==> config.mk <==
export PLATFORM = sky130hd
export DESIGN_NAME = i2c_master_transfer_sequencer_unit
export DESIGN_NICKNAME = d
export VERILOG_FILES = /design/src/hdl/i2cms_pkg.sv /design/src/hdl/i2cms_buf.sv /design/src/hdl/i2cms_seq.sv /design/src/hdl/i2c_master_transfer_sequencer_unit.sv
export SDC_FILE = /design/constraint.sdc
export NUM_CORES = 1
export LEC_CHECK = 0
export BUFFER_PORTS_ARGS = -buffer_cell sky130_fd_sc_hd__buf_4
export CAP_MARGIN = 10
export CORE_UTILIZATION = 62
export DETAILED_ROUTE_END_ITERATION = 8
export PLACE_DENSITY = 0.76
export SYNTH_ARGS = -nofsm -noshare
export SYNTH_HDL_FRONTEND = slang
export SYNTH_HIERARCHICAL = 1
export SYNTH_SLANG_ARGS = --single-unit
export TNS_END_PERCENT = 5
==> constraint.sdc <==
create_clock -name clk -period 4.15 [get_ports clk]
set_input_delay 0 -clock clk [delete_from_list [all_inputs] [get_ports clk]]
set_output_delay 0 -clock clk [all_outputs]
set_load 0.005 [all_outputs]
==> src/hdl/i2cms_pkg.sv <==
package i2cms_pkg;

  // default transfer buffer depth in bytes
  localparam int BUFFER_DEPTH_DEF = 64;

  localparam int PTR_W = 7;
  localparam int LEN_W = 7;

  localparam logic [PTR_W-1:0] PTR_MAX = 7'd127;
  localparam logic [7:0] STATUS_MASK = 8'hFC;

  // masked bus status codes
  localparam logic [7:0] ST_START       = 8'h08;
  localparam logic [7:0] ST_REP_START   = 8'h10;
  localparam logic [7:0] ST_SLA_W_ACK   = 8'h18;
  localparam logic [7:0] ST_DATA_W_ACK  = 8'h28;
  localparam logic [7:0] ST_ARB_LOST    = 8'h38;
  localparam logic [7:0] ST_SLA_R_ACK   = 8'h40;
  localparam logic [7:0] ST_DATA_R_ACK  = 8'h50;
  localparam logic [7:0] ST_DATA_R_NACK = 8'h58;

  typedef enum logic [1:0] {
    CMD_WRITE = 2'd0,
    CMD_START = 2'd1,
    CMD_EVENT = 2'd2,
    CMD_READ  = 2'd3
  } cmd_t;

  typedef enum logic [2:0] {
    ACT_NONE      = 3'd0,
    ACT_START     = 3'd1,
    ACT_SEND      = 3'd2,
    ACT_STOP      = 3'd3,
    ACT_RX_ACK    = 3'd4,
    ACT_RX_NACK   = 3'd5,
    ACT_REP_START = 3'd6,
    ACT_RESET     = 3'd7
  } action_t;

  // buffer access request for one word
  typedef struct packed {
    logic wr;
    logic rd;
  } mem_ctl_t;

  // held result word, data bytes come from the buffer read register
  typedef struct packed {
    action_t action;
    logic    tx_sel;
    logic    rd_sel;
  } res_t;

  typedef struct packed {
    logic       done;
    logic       busy;
    logic       err_seen;
    logic [7:0] err_status;
  } flags_t;

endpackage

==> src/hdl/i2cms_buf.sv <==
module i2cms_buf #(
  parameter int DEPTH = 64,
  parameter int AW    = 6
) (
  input  logic          clk,
  input  logic          wr_en,
  input  logic          rd_en,
  input  logic [AW-1:0] addr,
  input  logic [7:0]    wr_data,
  output logic [7:0]    rd_data
);

  logic [7:0] mem [DEPTH];
  logic [7:0] rd_data_r;

  always_ff @(posedge clk) begin
    if (wr_en) begin
      mem[addr] <= wr_data;
    end
  end

  always_ff @(posedge clk) begin
    if (rd_en) begin
      rd_data_r <= mem[addr];
    end
  end

  assign rd_data = rd_data_r;

endmodule

==> src/hdl/i2cms_seq.sv <==
module i2cms_seq #(
  parameter int BUFFER_DEPTH = 64,
  parameter int AW           = 6
) (
  input  logic                 clk,
  input  logic                 rst_n,
  input  logic                 in_valid,
  output logic                 in_ready,
  input  i2cms_pkg::cmd_t      command,
  input  logic [5:0]           index,
  input  logic [6:0]           length,
  input  logic [7:0]           bus_status,
  output logic                 out_valid,
  input  logic                 out_ready,
  output i2cms_pkg::mem_ctl_t  mem_ctl,
  output logic [AW-1:0]        mem_addr,
  output i2cms_pkg::res_t      res,
  output i2cms_pkg::flags_t    flags
);

  import i2cms_pkg::*;

  // wide enough for any position and for the depth itself
  localparam int CW = (AW + 1 > PTR_W) ? AW + 1 : PTR_W;
  localparam logic [CW-1:0] DEPTH_C = CW'(BUFFER_DEPTH);

  logic             accept;
  logic             out_valid_r, out_valid_nxt;
  logic [PTR_W-1:0] ptr_r, ptr_nxt;
  logic [LEN_W-1:0] tl_r, tl_nxt;
  logic             done_r, done_nxt;
  logic             busy_r, busy_nxt;
  logic             err_r, err_nxt;
  logic [7:0]       err_rec_r, err_rec_nxt;
  res_t             res_r, res_nxt;
  mem_ctl_t         req;

  logic [7:0]       code;
  logic [PTR_W-1:0] ptr_base;
  logic [PTR_W-1:0] ptr_inc;
  logic [PTR_W-1:0] pos;
  logic [CW-1:0]    pos_ext;
  logic             pos_ok;
  logic [CW-1:0]    len_ext;

  assign in_ready = !out_valid_r || out_ready;
  assign accept   = in_valid && in_ready;
  assign code     = bus_status & STATUS_MASK;

  // start and repeated start rewind the pointer before sending
  assign ptr_base = (code == ST_START || code == ST_REP_START) ? '0 : ptr_r;
  assign ptr_inc  = (ptr_base == PTR_MAX) ? ptr_base : ptr_base + 7'd1;

  assign pos      = (command == CMD_EVENT) ? ptr_base : {1'b0, index};
  assign pos_ext  = CW'(pos);
  assign pos_ok   = pos_ext < DEPTH_C;
  assign mem_addr = pos_ext[AW-1:0];
  assign len_ext  = CW'(length);

  always_comb begin
    ptr_nxt     = ptr_r;
    tl_nxt      = tl_r;
    done_nxt    = done_r;
    busy_nxt    = busy_r;
    err_nxt     = err_r;
    err_rec_nxt = err_rec_r;
    res_nxt     = '{action: ACT_NONE, tx_sel: 1'b0, rd_sel: 1'b0};
    req         = '{wr: 1'b0, rd: 1'b0};
    case (command)
      CMD_WRITE: begin
        req.wr = pos_ok;
      end
      CMD_START: begin
        tl_nxt         = (len_ext > DEPTH_C) ? LEN_W'(BUFFER_DEPTH) : length;
        done_nxt       = 1'b0;
        busy_nxt       = 1'b1;
        res_nxt.action = ACT_START;
      end
      CMD_READ: begin
        req.rd         = pos_ok;
        res_nxt.rd_sel = pos_ok;
      end
      default: begin
        case (code) inside
          ST_START, ST_REP_START, ST_SLA_W_ACK, ST_DATA_W_ACK: begin
            ptr_nxt = ptr_base;
            if (ptr_base < tl_r) begin
              req.rd         = pos_ok;
              res_nxt.tx_sel = pos_ok;
              ptr_nxt        = ptr_inc;
              res_nxt.action = ACT_SEND;
            end else begin
              done_nxt       = 1'b1;
              busy_nxt       = 1'b0;
              res_nxt.action = ACT_STOP;
            end
          end
          ST_DATA_R_ACK: begin
            req.wr         = pos_ok;
            ptr_nxt        = ptr_inc;
            res_nxt.action = ({1'b0, ptr_inc} + 8'd1 < {1'b0, tl_r}) ? ACT_RX_ACK
                                                                    : ACT_RX_NACK;
          end
          ST_SLA_R_ACK: begin
            res_nxt.action = ({1'b0, ptr_r} + 8'd1 < {1'b0, tl_r}) ? ACT_RX_ACK
                                                                  : ACT_RX_NACK;
          end
          ST_DATA_R_NACK: begin
            req.wr         = pos_ok;
            done_nxt       = 1'b1;
            busy_nxt       = 1'b0;
            res_nxt.action = ACT_STOP;
          end
          ST_ARB_LOST: begin
            res_nxt.action = ACT_START;
          end
          default: begin
            err_rec_nxt    = bus_status;
            err_nxt        = 1'b1;
            busy_nxt       = 1'b0;
            res_nxt.action = ACT_RESET;
          end
        endcase
      end
    endcase
  end

  always_comb begin
    out_valid_nxt = out_valid_r;
    if (accept) begin
      out_valid_nxt = 1'b1;
    end else if (out_ready) begin
      out_valid_nxt = 1'b0;
    end
  end

  always_ff @(posedge clk) begin
    if (!rst_n) begin
      out_valid_r <= 1'b0;
      ptr_r       <= '0;
      tl_r        <= '0;
      done_r      <= 1'b0;
      busy_r      <= 1'b0;
      err_r       <= 1'b0;
      err_rec_r   <= '0;
    end else begin
      out_valid_r <= out_valid_nxt;
      if (accept) begin
        ptr_r     <= ptr_nxt;
        tl_r      <= tl_nxt;
        done_r    <= done_nxt;
        busy_r    <= busy_nxt;
        err_r     <= err_nxt;
        err_rec_r <= err_rec_nxt;
      end
    end
  end

  always_ff @(posedge clk) begin
    if (accept) begin
      res_r <= res_nxt;
    end
  end

  assign mem_ctl   = '{wr: accept && req.wr, rd: accept && req.rd};
  assign out_valid = out_valid_r;
  assign res       = res_r;
  assign flags     = '{done: done_r, busy: busy_r, err_seen: err_r, err_status: err_rec_r};

endmodule

==> src/hdl/i2c_master_transfer_sequencer_unit.sv <==
// byte-level i2c master sequencer with a transfer buffer
//
// input channel (in_valid / in_ready): one word is a command with its index,
// data, length and raw bus status. commands write or read a buffer byte,
// start a transfer, or hand over a bus status event from the twi engine
//
// result channel (out_valid / out_ready): one word per input word, carrying
// the next bus action, the byte to send, the buffer byte read back and the
// done, busy and error flags as they stand after that input word
//
// the word accepted at an edge is registered and shows on out_* right
// after it. throughput is one word per cycle while out_ready is high, set by the single buffer
// port that each word uses at most once and by the combinational decision path
//
// reset clears pointer, length, flags and the output valid; the buffer
// itself is not cleared and holds garbage until written
//
// when the receiver stalls the result register holds its word and in_ready
// drops, so nothing is lost; in_ready returns as soon as out_ready is high
module i2c_master_transfer_sequencer_unit #(
  parameter int BUFFER_DEPTH = i2cms_pkg::BUFFER_DEPTH_DEF
) (
  input  logic       clk,
  input  logic       rst_n,
  input  logic       in_valid,
  output logic       in_ready,
  input  logic [1:0] in_command,
  input  logic [5:0] in_index,
  input  logic [7:0] in_data,
  input  logic [6:0] in_length,
  input  logic [7:0] in_bus_status,
  output logic       out_valid,
  input  logic       out_ready,
  output logic [2:0] out_action,
  output logic [7:0] out_tx_byte,
  output logic [7:0] out_read_data,
  output logic       out_transfer_ok,
  output logic       out_busy_res,
  output logic       out_error_seen,
  output logic [7:0] out_error_status
);

  import i2cms_pkg::*;

  localparam int AW = $clog2(BUFFER_DEPTH);

  mem_ctl_t      mem_ctl;
  logic [AW-1:0] mem_addr;
  logic [7:0]    buf_q;
  res_t          res;
  flags_t        flags;

  // decision logic, state registers and result register
  i2cms_seq #(
    .BUFFER_DEPTH(BUFFER_DEPTH),
    .AW          (AW)
  ) u_seq (
    .clk       (clk),
    .rst_n     (rst_n),
    .in_valid  (in_valid),
    .in_ready  (in_ready),
    .command   (cmd_t'(in_command)),
    .index     (in_index),
    .length    (in_length),
    .bus_status(in_bus_status),
    .out_valid (out_valid),
    .out_ready (out_ready),
    .mem_ctl   (mem_ctl),
    .mem_addr  (mem_addr),
    .res       (res),
    .flags     (flags)
  );

  // transfer buffer, at most one access per word, read data registered
  i2cms_buf #(
    .DEPTH(BUFFER_DEPTH),
    .AW   (AW)
  ) u_buf (
    .clk    (clk),
    .wr_en  (mem_ctl.wr),
    .rd_en  (mem_ctl.rd),
    .addr   (mem_addr),
    .wr_data(in_data),
    .rd_data(buf_q)
  );

  // the buffer read register only moves on accept, so it holds under stall
  assign out_action       = res.action;
  assign out_tx_byte      = res.tx_sel ? buf_q : 8'd0;
  assign out_read_data    = res.rd_sel ? buf_q : 8'd0;
  assign out_transfer_ok  = flags.done;
  assign out_busy_res     = flags.busy;
  assign out_error_seen   = flags.err_seen;
  assign out_error_status = flags.err_status;

endmodule

== Word-level counts from Yosys, hierarchy flattened ==
Memory sizes are Yosys's and may differ from the RTL's. A register that Yosys moved wholly into a read port is not among the register bits.
Index checks and enable logic that the tools add are counted.
Cells by class
  add/subtract/negate cells: 3
  magnitude comparators: 5
  equal/unequal tests: 16
  muxes and demuxes: 43
  bitwise gates (word level): 7
  reductions and logical operators: 20
Operators with widths (count)
  two-way mux 7 bit: 7
  two-way mux 1 bit: 24
  == test 6 x 5 -> 1 bit (second input constant): 3
  adder 7 x 1 -> 8 bit (second input constant): 2
  less-than comparator 8 x 7 -> 1 bit: 2
  two-way mux 8 bit: 2
  two-way mux 3 bit: 5
  == test 6 x 3 -> 1 bit (second input constant): 2
  == test 6 x 4 -> 1 bit (second input constant): 2
  AND reduction 6 bit: 2
  inequality test 3 bit (second input constant): 3
  one-hot mux 1 bit (2 select lines): 4
  adder 7 x 1 -> 7 bit (second input constant): 1
  == test 7 bit (second input constant): 1
  > comparator 7 bit (second input constant): 1
  less-than comparator 7 bit: 1
  less-than comparator 7 bit (second input constant): 1
  NOT 1 bit: 7
  AND reduction 7 bit: 1
  == test 6 x 2 -> 1 bit (second input constant): 1
  one-hot mux 3 bit (2 select lines): 1
  OR reduction 2 bit: 3
  == test 2 bit (second input constant): 2
  inequality test 4 x 3 -> 1 bit (second input constant): 1
  11 further kinds: 15
Storage, ports and cells
  bits in registers: 31
  memory bits (writable): 512
  bits of input ports: 35
  output and inout bits: 32
  logic and storage cells: 105
  memories: 1
Memory list
  u_buf.mem: depth 64, bits a word 8, rd ports 1, clocked after memory_dff 1, wr ports 1, RTL line i2cms_buf.sv:13  | logic [7:0] mem [DEPTH];

== Logic depth before layout (Yosys ltp) ==
  word-level depth: 13
  gate-level depth with buffers: 21
  gate-level depth less buffers: 18

== Modules after synthesis ==
Netlist, hierarchy kept.
Modules (own cells, without submodules)
  i2cms_buf: instances 1, cells each 1171, area an instance 20529.7 µm², sequential area each 15615.0 µm²
  i2cms_seq: instances 1, cells each 316, area an instance 2658.8 µm², sequential area each 670.6 µm²
  i2c_master_transfer_sequencer_unit: instances 1, cells each 16, area an instance 100.1 µm², sequential area each 0.0 µm²

== Least setup slack after synthesis ==
No wires, ideal clock.
  path type: input -> register
  start point: in in_bus_status[4]
  end point: reg u_seq.res_r (netlist bit u_seq/res[2]) (data pin)
  library setup time: 0.265 ns
  arrival: 3.376 ns
  required time: 3.885 ns
  path slack: 0.509 ns
  stages on the path: 19
  buffers on the path: 3
  cell sequence: buf_2 -> xor2_1 -> nand2_1 -> clkbuf_1 -> and2_1 -> ha_1 -> buf_2 -> nand3_1 -> a211oi_1 -> mux2_2 -> ha_1 -> inv_1 -> or3b_1 -> xnor2_1 -> ha_1 -> a21oi_1 -> nor2_1 -> a2111oi_2 -> a21boi_1
RTL lines
  from (decl): RTL line i2c_master_transfer_sequencer_unit.sv:31  | input logic [7:0] in_bus_status,
  to (signal assigned): RTL line i2cms_seq.sv:161  | res_r <= res_nxt;
  to (decl): RTL line i2cms_seq.sv:35  | res_t res_r, res_nxt;

== Worst setup path after layout ==
  start point: in in_bus_status[7]
  end point: reg u_buf.rd_data_r[3] (netlist: u_buf/rd_data[3]), read port of u_buf.mem (data pin)
Between the ends
  cells in the longest elaborated chain, start to end: 9
  elaborated cells on any way between the ends: 14
  those cells by class: 2 x order compare; 4 x eq/ne; 5 x mux; 3 x reduce/logical
RTL lines
  == test 6 x 2 -> 1 bit / == test 6 x 3 -> 1 bit (equally long branches): RTL line i2cms_seq.sv:51  | assign ptr_base = (code == ST_START || code == ST_REP_START) ? '0 : ptr_r;
  logical OR 1 bit *: RTL line i2cms_seq.sv:51
  two-way mux 7 bit *: RTL line i2cms_seq.sv:51
  two-way mux 7 bit *: RTL line i2cms_seq.sv:54  | assign pos = (command == CMD_EVENT) ? ptr_base : {1'b0, index};
  via mem_addr[2]: RTL line i2c_master_transfer_sequencer_unit.sv:48  | logic [AW-1:0] mem_addr;
  less-than comparator 7 bit: RTL line i2cms_seq.sv:56  | assign pos_ok = pos_ext < DEPTH_C;
  two-way mux 1 bit: RTL line i2cms_seq.sv:87  | if (ptr_base < tl_r) begin
  two-way mux 1 bit: RTL line i2cms_seq.sv:84  | case (code) inside
  one-hot mux 1 bit (2 select lines): RTL line i2cms_seq.sv:69  | case (command)
  logical AND 1 bit: RTL line i2cms_seq.sv:165  | assign mem_ctl = '{wr: accept && req.wr, rd: accept && req.rd};
  to (decl): RTL line i2cms_buf.sv:14  | logic [7:0] rd_data_r;
The timed path passes the listed nets; every way through them passes the cells marked *.
A chain may end at the register's enable or synchronous reset.

==> reports/summary.txt <==
status -> finished with violations
violated checks -> negative hold slack
WS Path Type -> primary input to flip-flop
CP cell instances -> dlygate4sd3_1 > buf_4 > nor4_4 > nand2_1 > buf_4 > and2_1 > mux2_8 > nor2_1 > a22oi_1 > and3_1 > o311ai_0 > or4_1
post-synthesis mux area share -> 7.978%
Tot Pwr -> 11.50 mW
drt first pass iters -> 5
fin crit share -> 96.67%
DR WL/cell -> 27.16 microns
Skew-Pair Late Insertion Delay -> 0.61 ns
Via density -> 6.704
postcts setup bufs -> 0
Starting Density -> 63.31%
first-pass GRT wire length -> 87.97 mm
die area -> 38,340 sq um
Seq/Total Area, Yosys -> 69.93%
die height -> 195.8 microns
max cap viols -> 0
RSZ-0062 raised after global routing -> no
largest family of logic cells by synthesized area -> compound AO/OA/AOI/OAI gates
Worst-path clk slew -> 0.06 ns
post-route core utilization -> 72.77%
TritonCTS clock tree -> built
total core area -> 36,790 sq um
clk root buf -> clkbuf_16
placed insts -> 2,050
design area -> 26,770 sq um
Ys Warns -> 6
largest net degree at the start of global routing -> 65
Nets -> 1,736
num rows -> 70
Hold Fails Final Rpt -> 12
commonest non-fill, non-tap cell in the layout -> edfxtp_1
IO Port Bufs -> 66
Hold WC Path Type -> primary input to flip-flop
post-cts resize count -> 0
initial antenna violation count -> 2
setup ws final -> 0.1382 ns
EDFF count, synth -> 525
cts hold-fix bufs -> 36
Post-Place Worst Slack -> 0.5383 ns
fmax -> 249.3 MHz
vias post-DR -> 14,640
GPL Wtd Cong -> 0.8982
drt drc -> 0
CP delay by family, top -> simple AND/OR/NAND/NOR gates
IO Count -> 67
Initial DRC Count -> 1,861
Cell Area, Synth -> 23,290 sq um
Worst Tran Pin Value -> 1.160 ns
antenna viol nets, final -> 0
synthesized flop and latch total -> 551
ratio of total power to cell area -> 429.7 nW/um^2
Finished Layout Cells -> 2,184
xor/xnor share of the synthesized area -> 0.4835%
Tmin final -> 4.012 ns
Post-Synth Simple-Gate Area -> 8.623%
Lkg Pwr -> 9.093 nW
commonest non-fill, non-tap cells in the layout -> edfxtp_1 (525), buf_4 (183), nor2_1 (96)
GRT Util Overall -> 31.49%
crit path capture type -> flip-flop
Area growth syn-to-layout -> 14.95%
final setup TNS -> 0 ns
H-tree Lvls -> 2
vias in the first global route -> 14,050
synthesized net count -> 1,565
final setup vio count -> 0
hold slack final -> -0.006883 ns
cell repeated most along the worst path -> buf_4
CP startpoint kind -> primary input
Post-Syn Instances -> 1,503
clk buf depth -> 3
Detail Placement HPWL -> 37.51 mm
Routed WL -> 59.31 mm
Final Max Slew Viols -> 0
WP data arrival -> 4.49 ns
Worst Path Max Fanout -> 50
Layout Skew -> 0.02168 ns
die width -> 195.8 microns
Clock Sinks -> 551
syn avg cell area -> 15.49 sq um
Synth Flop Type -> edfxtp_1
diode count -> 0
Post-synth ARST share -> 0%
Slew HR -> 22.54%
CTS buffer count -> 53
VDD IR max -> 0.0003687 V
layout cells sized above 1 -> 19.52%
Yosys cell types -> 77
post-synthesis compound-gate area fraction -> 8.978%
CP required -> 4.63 ns
DP Area -> 24,760 sq um
# fillers -> 2,340
Synth Area in Adders -> 1.451%
crit path buf inv count -> 3
Crit path largest cell delay -> 0.88 ns
GRT overflow -> 0
slowest CP cell -> nor2_1
[cell families (layout without fill, tap and decap cells)]
group                    count (synthesis)  count (layout)
adder cells (fa/ha/maj)                 27              27
flip-flops                             551             551
buffers and inverters                  125             338
XOR/XNOR                                12              12
multiplexers                           132             132
AND/OR/NAND/NOR                        372             372
AO/OA/AOI/OAI                          284             284
[per-layer routing]
metal / vias up / wire [microns] / GRT usage (%)
met5: - / 11 / 0
met4: 2 / 1843 / 11.14
met3: 146 / 6625 / 6.808
met2: 960 / 27490 / 48.61
met1: 7259 / 23340 / 44.86
li1: 6274 / - / -
[final timing paths]
path                    startpoint                to  slack (ns)  cells past startpoint
setup / recovery  in_bus_status[7]  u_buf/rd_data[3]        0.14                     12
hold / removal          in_data[5]  u_buf/mem[49][5]      -0.007                      1
setup reg to reg    u_seq/ptr_r[1]  u_buf/rd_data[3]        0.37                      8
hold reg to reg        u_seq/err_r       u_seq/err_r        0.48                      1
[flip-flops by register name (all words and copies together) (netlist names)]
| signal | flops |
|---|---|
| u_seq/res | 5 |
| u_seq/busy_r | 1 |
| u_seq/err_rec_r | 8 |
| u_buf/mem | 512 |
| u_seq/err_r | 1 |
| u_seq/done_r | 1 |
| u_seq/tl_r | 7 |
| u_seq/ptr_r | 7 |
| u_buf/rd_data | 8 |
| u_seq/out_valid | 1 |
[cells in the mapped netlist (7+ instances only)]
| cell type | n | area, sq um |
|---|---|---|
| o2bb2ai_1 | 7 | 61.31 |
| ha_1 | 27 | 337.8 |
| mux4_2 | 41 | 923.4 |
| a211oi_1 | 8 | 60.06 |
| a21o_1 | 8 | 60.06 |
| nor2_1 | 97 | 364.1 |
| nand2_1 | 70 | 262.8 |
| nand3_1 | 26 | 130.1 |
| o22a_1 | 11 | 96.34 |
| a22o_1 | 11 | 96.34 |
| nand3b_1 | 13 | 97.59 |
| clkbuf_1 | 43 | 161.4 |
| nor3b_1 | 10 | 75.07 |
| and4_1 | 7 | 61.31 |
| buf_4 | 11 | 82.58 |
| a32oi_1 | 7 | 61.31 |
| and3_1 | 14 | 87.58 |
| nand2b_1 | 28 | 175.2 |
| mux2i_1 | 72 | 720.7 |
| a21oi_1 | 47 | 235.2 |
| buf_1 | 7 | 26.28 |
| buf_2 | 38 | 190.2 |
| dfxtp_1 | 26 | 520.5 |
| mux2_2 | 12 | 135.1 |
| nand4_1 | 12 | 75.07 |
| o22ai_1 | 22 | 137.6 |
| a31oi_1 | 20 | 125.1 |
| o21ai_0 | 13 | 65.06 |
| edfxtp_1 | 525 | 15770 |
| mux2_1 | 7 | 78.83 |
| and2_1 | 34 | 212.7 |
| a22oi_1 | 41 | 307.8 |
| o221ai_1 | 13 | 113.9 |
| nor2b_1 | 26 | 162.7 |
| a221oi_1 | 21 | 183.9 |
| inv_1 | 21 | 78.83 |
| a221o_1 | 11 | 110.1 |
[layout make-up]
type | count | area (sq um) | share of cell area [%]
Sequential cell | 551 | 16290 | 60.84
Multi-Input combinational cell | 827 | 6435 | 24.04
Clock inverter | 32 | 226.5 | 0.8460
Clock buffer | 65 | 1414 | 5.282
Tap cell | 468 | 585.6 | 2.187
Inverter | 21 | 78.83 | 0.2945
Timing Repair Buffer | 220 | 1744 | 6.516
[power by group]
group          switching, mW  total, mW  internal (mW)
clock                   1.99       4.58           2.59
combinational          0.509      0.805          0.296
sequential            0.0110       6.12           6.11
total                   2.51       11.5           9.00
[worst register-to-register path, delay by kind of cell (launching register included)]
kind / cells / cell delay (ns)
flip-flops: 1 / 0.44
multiplexers: 1 / 0.58
buffers and inverters: 1 / 0.49
AND/OR/NAND/NOR: 4 / 1.21
AO/OA/AOI/OAI: 2 / 0.95
(Power assumes the default switching activity.)
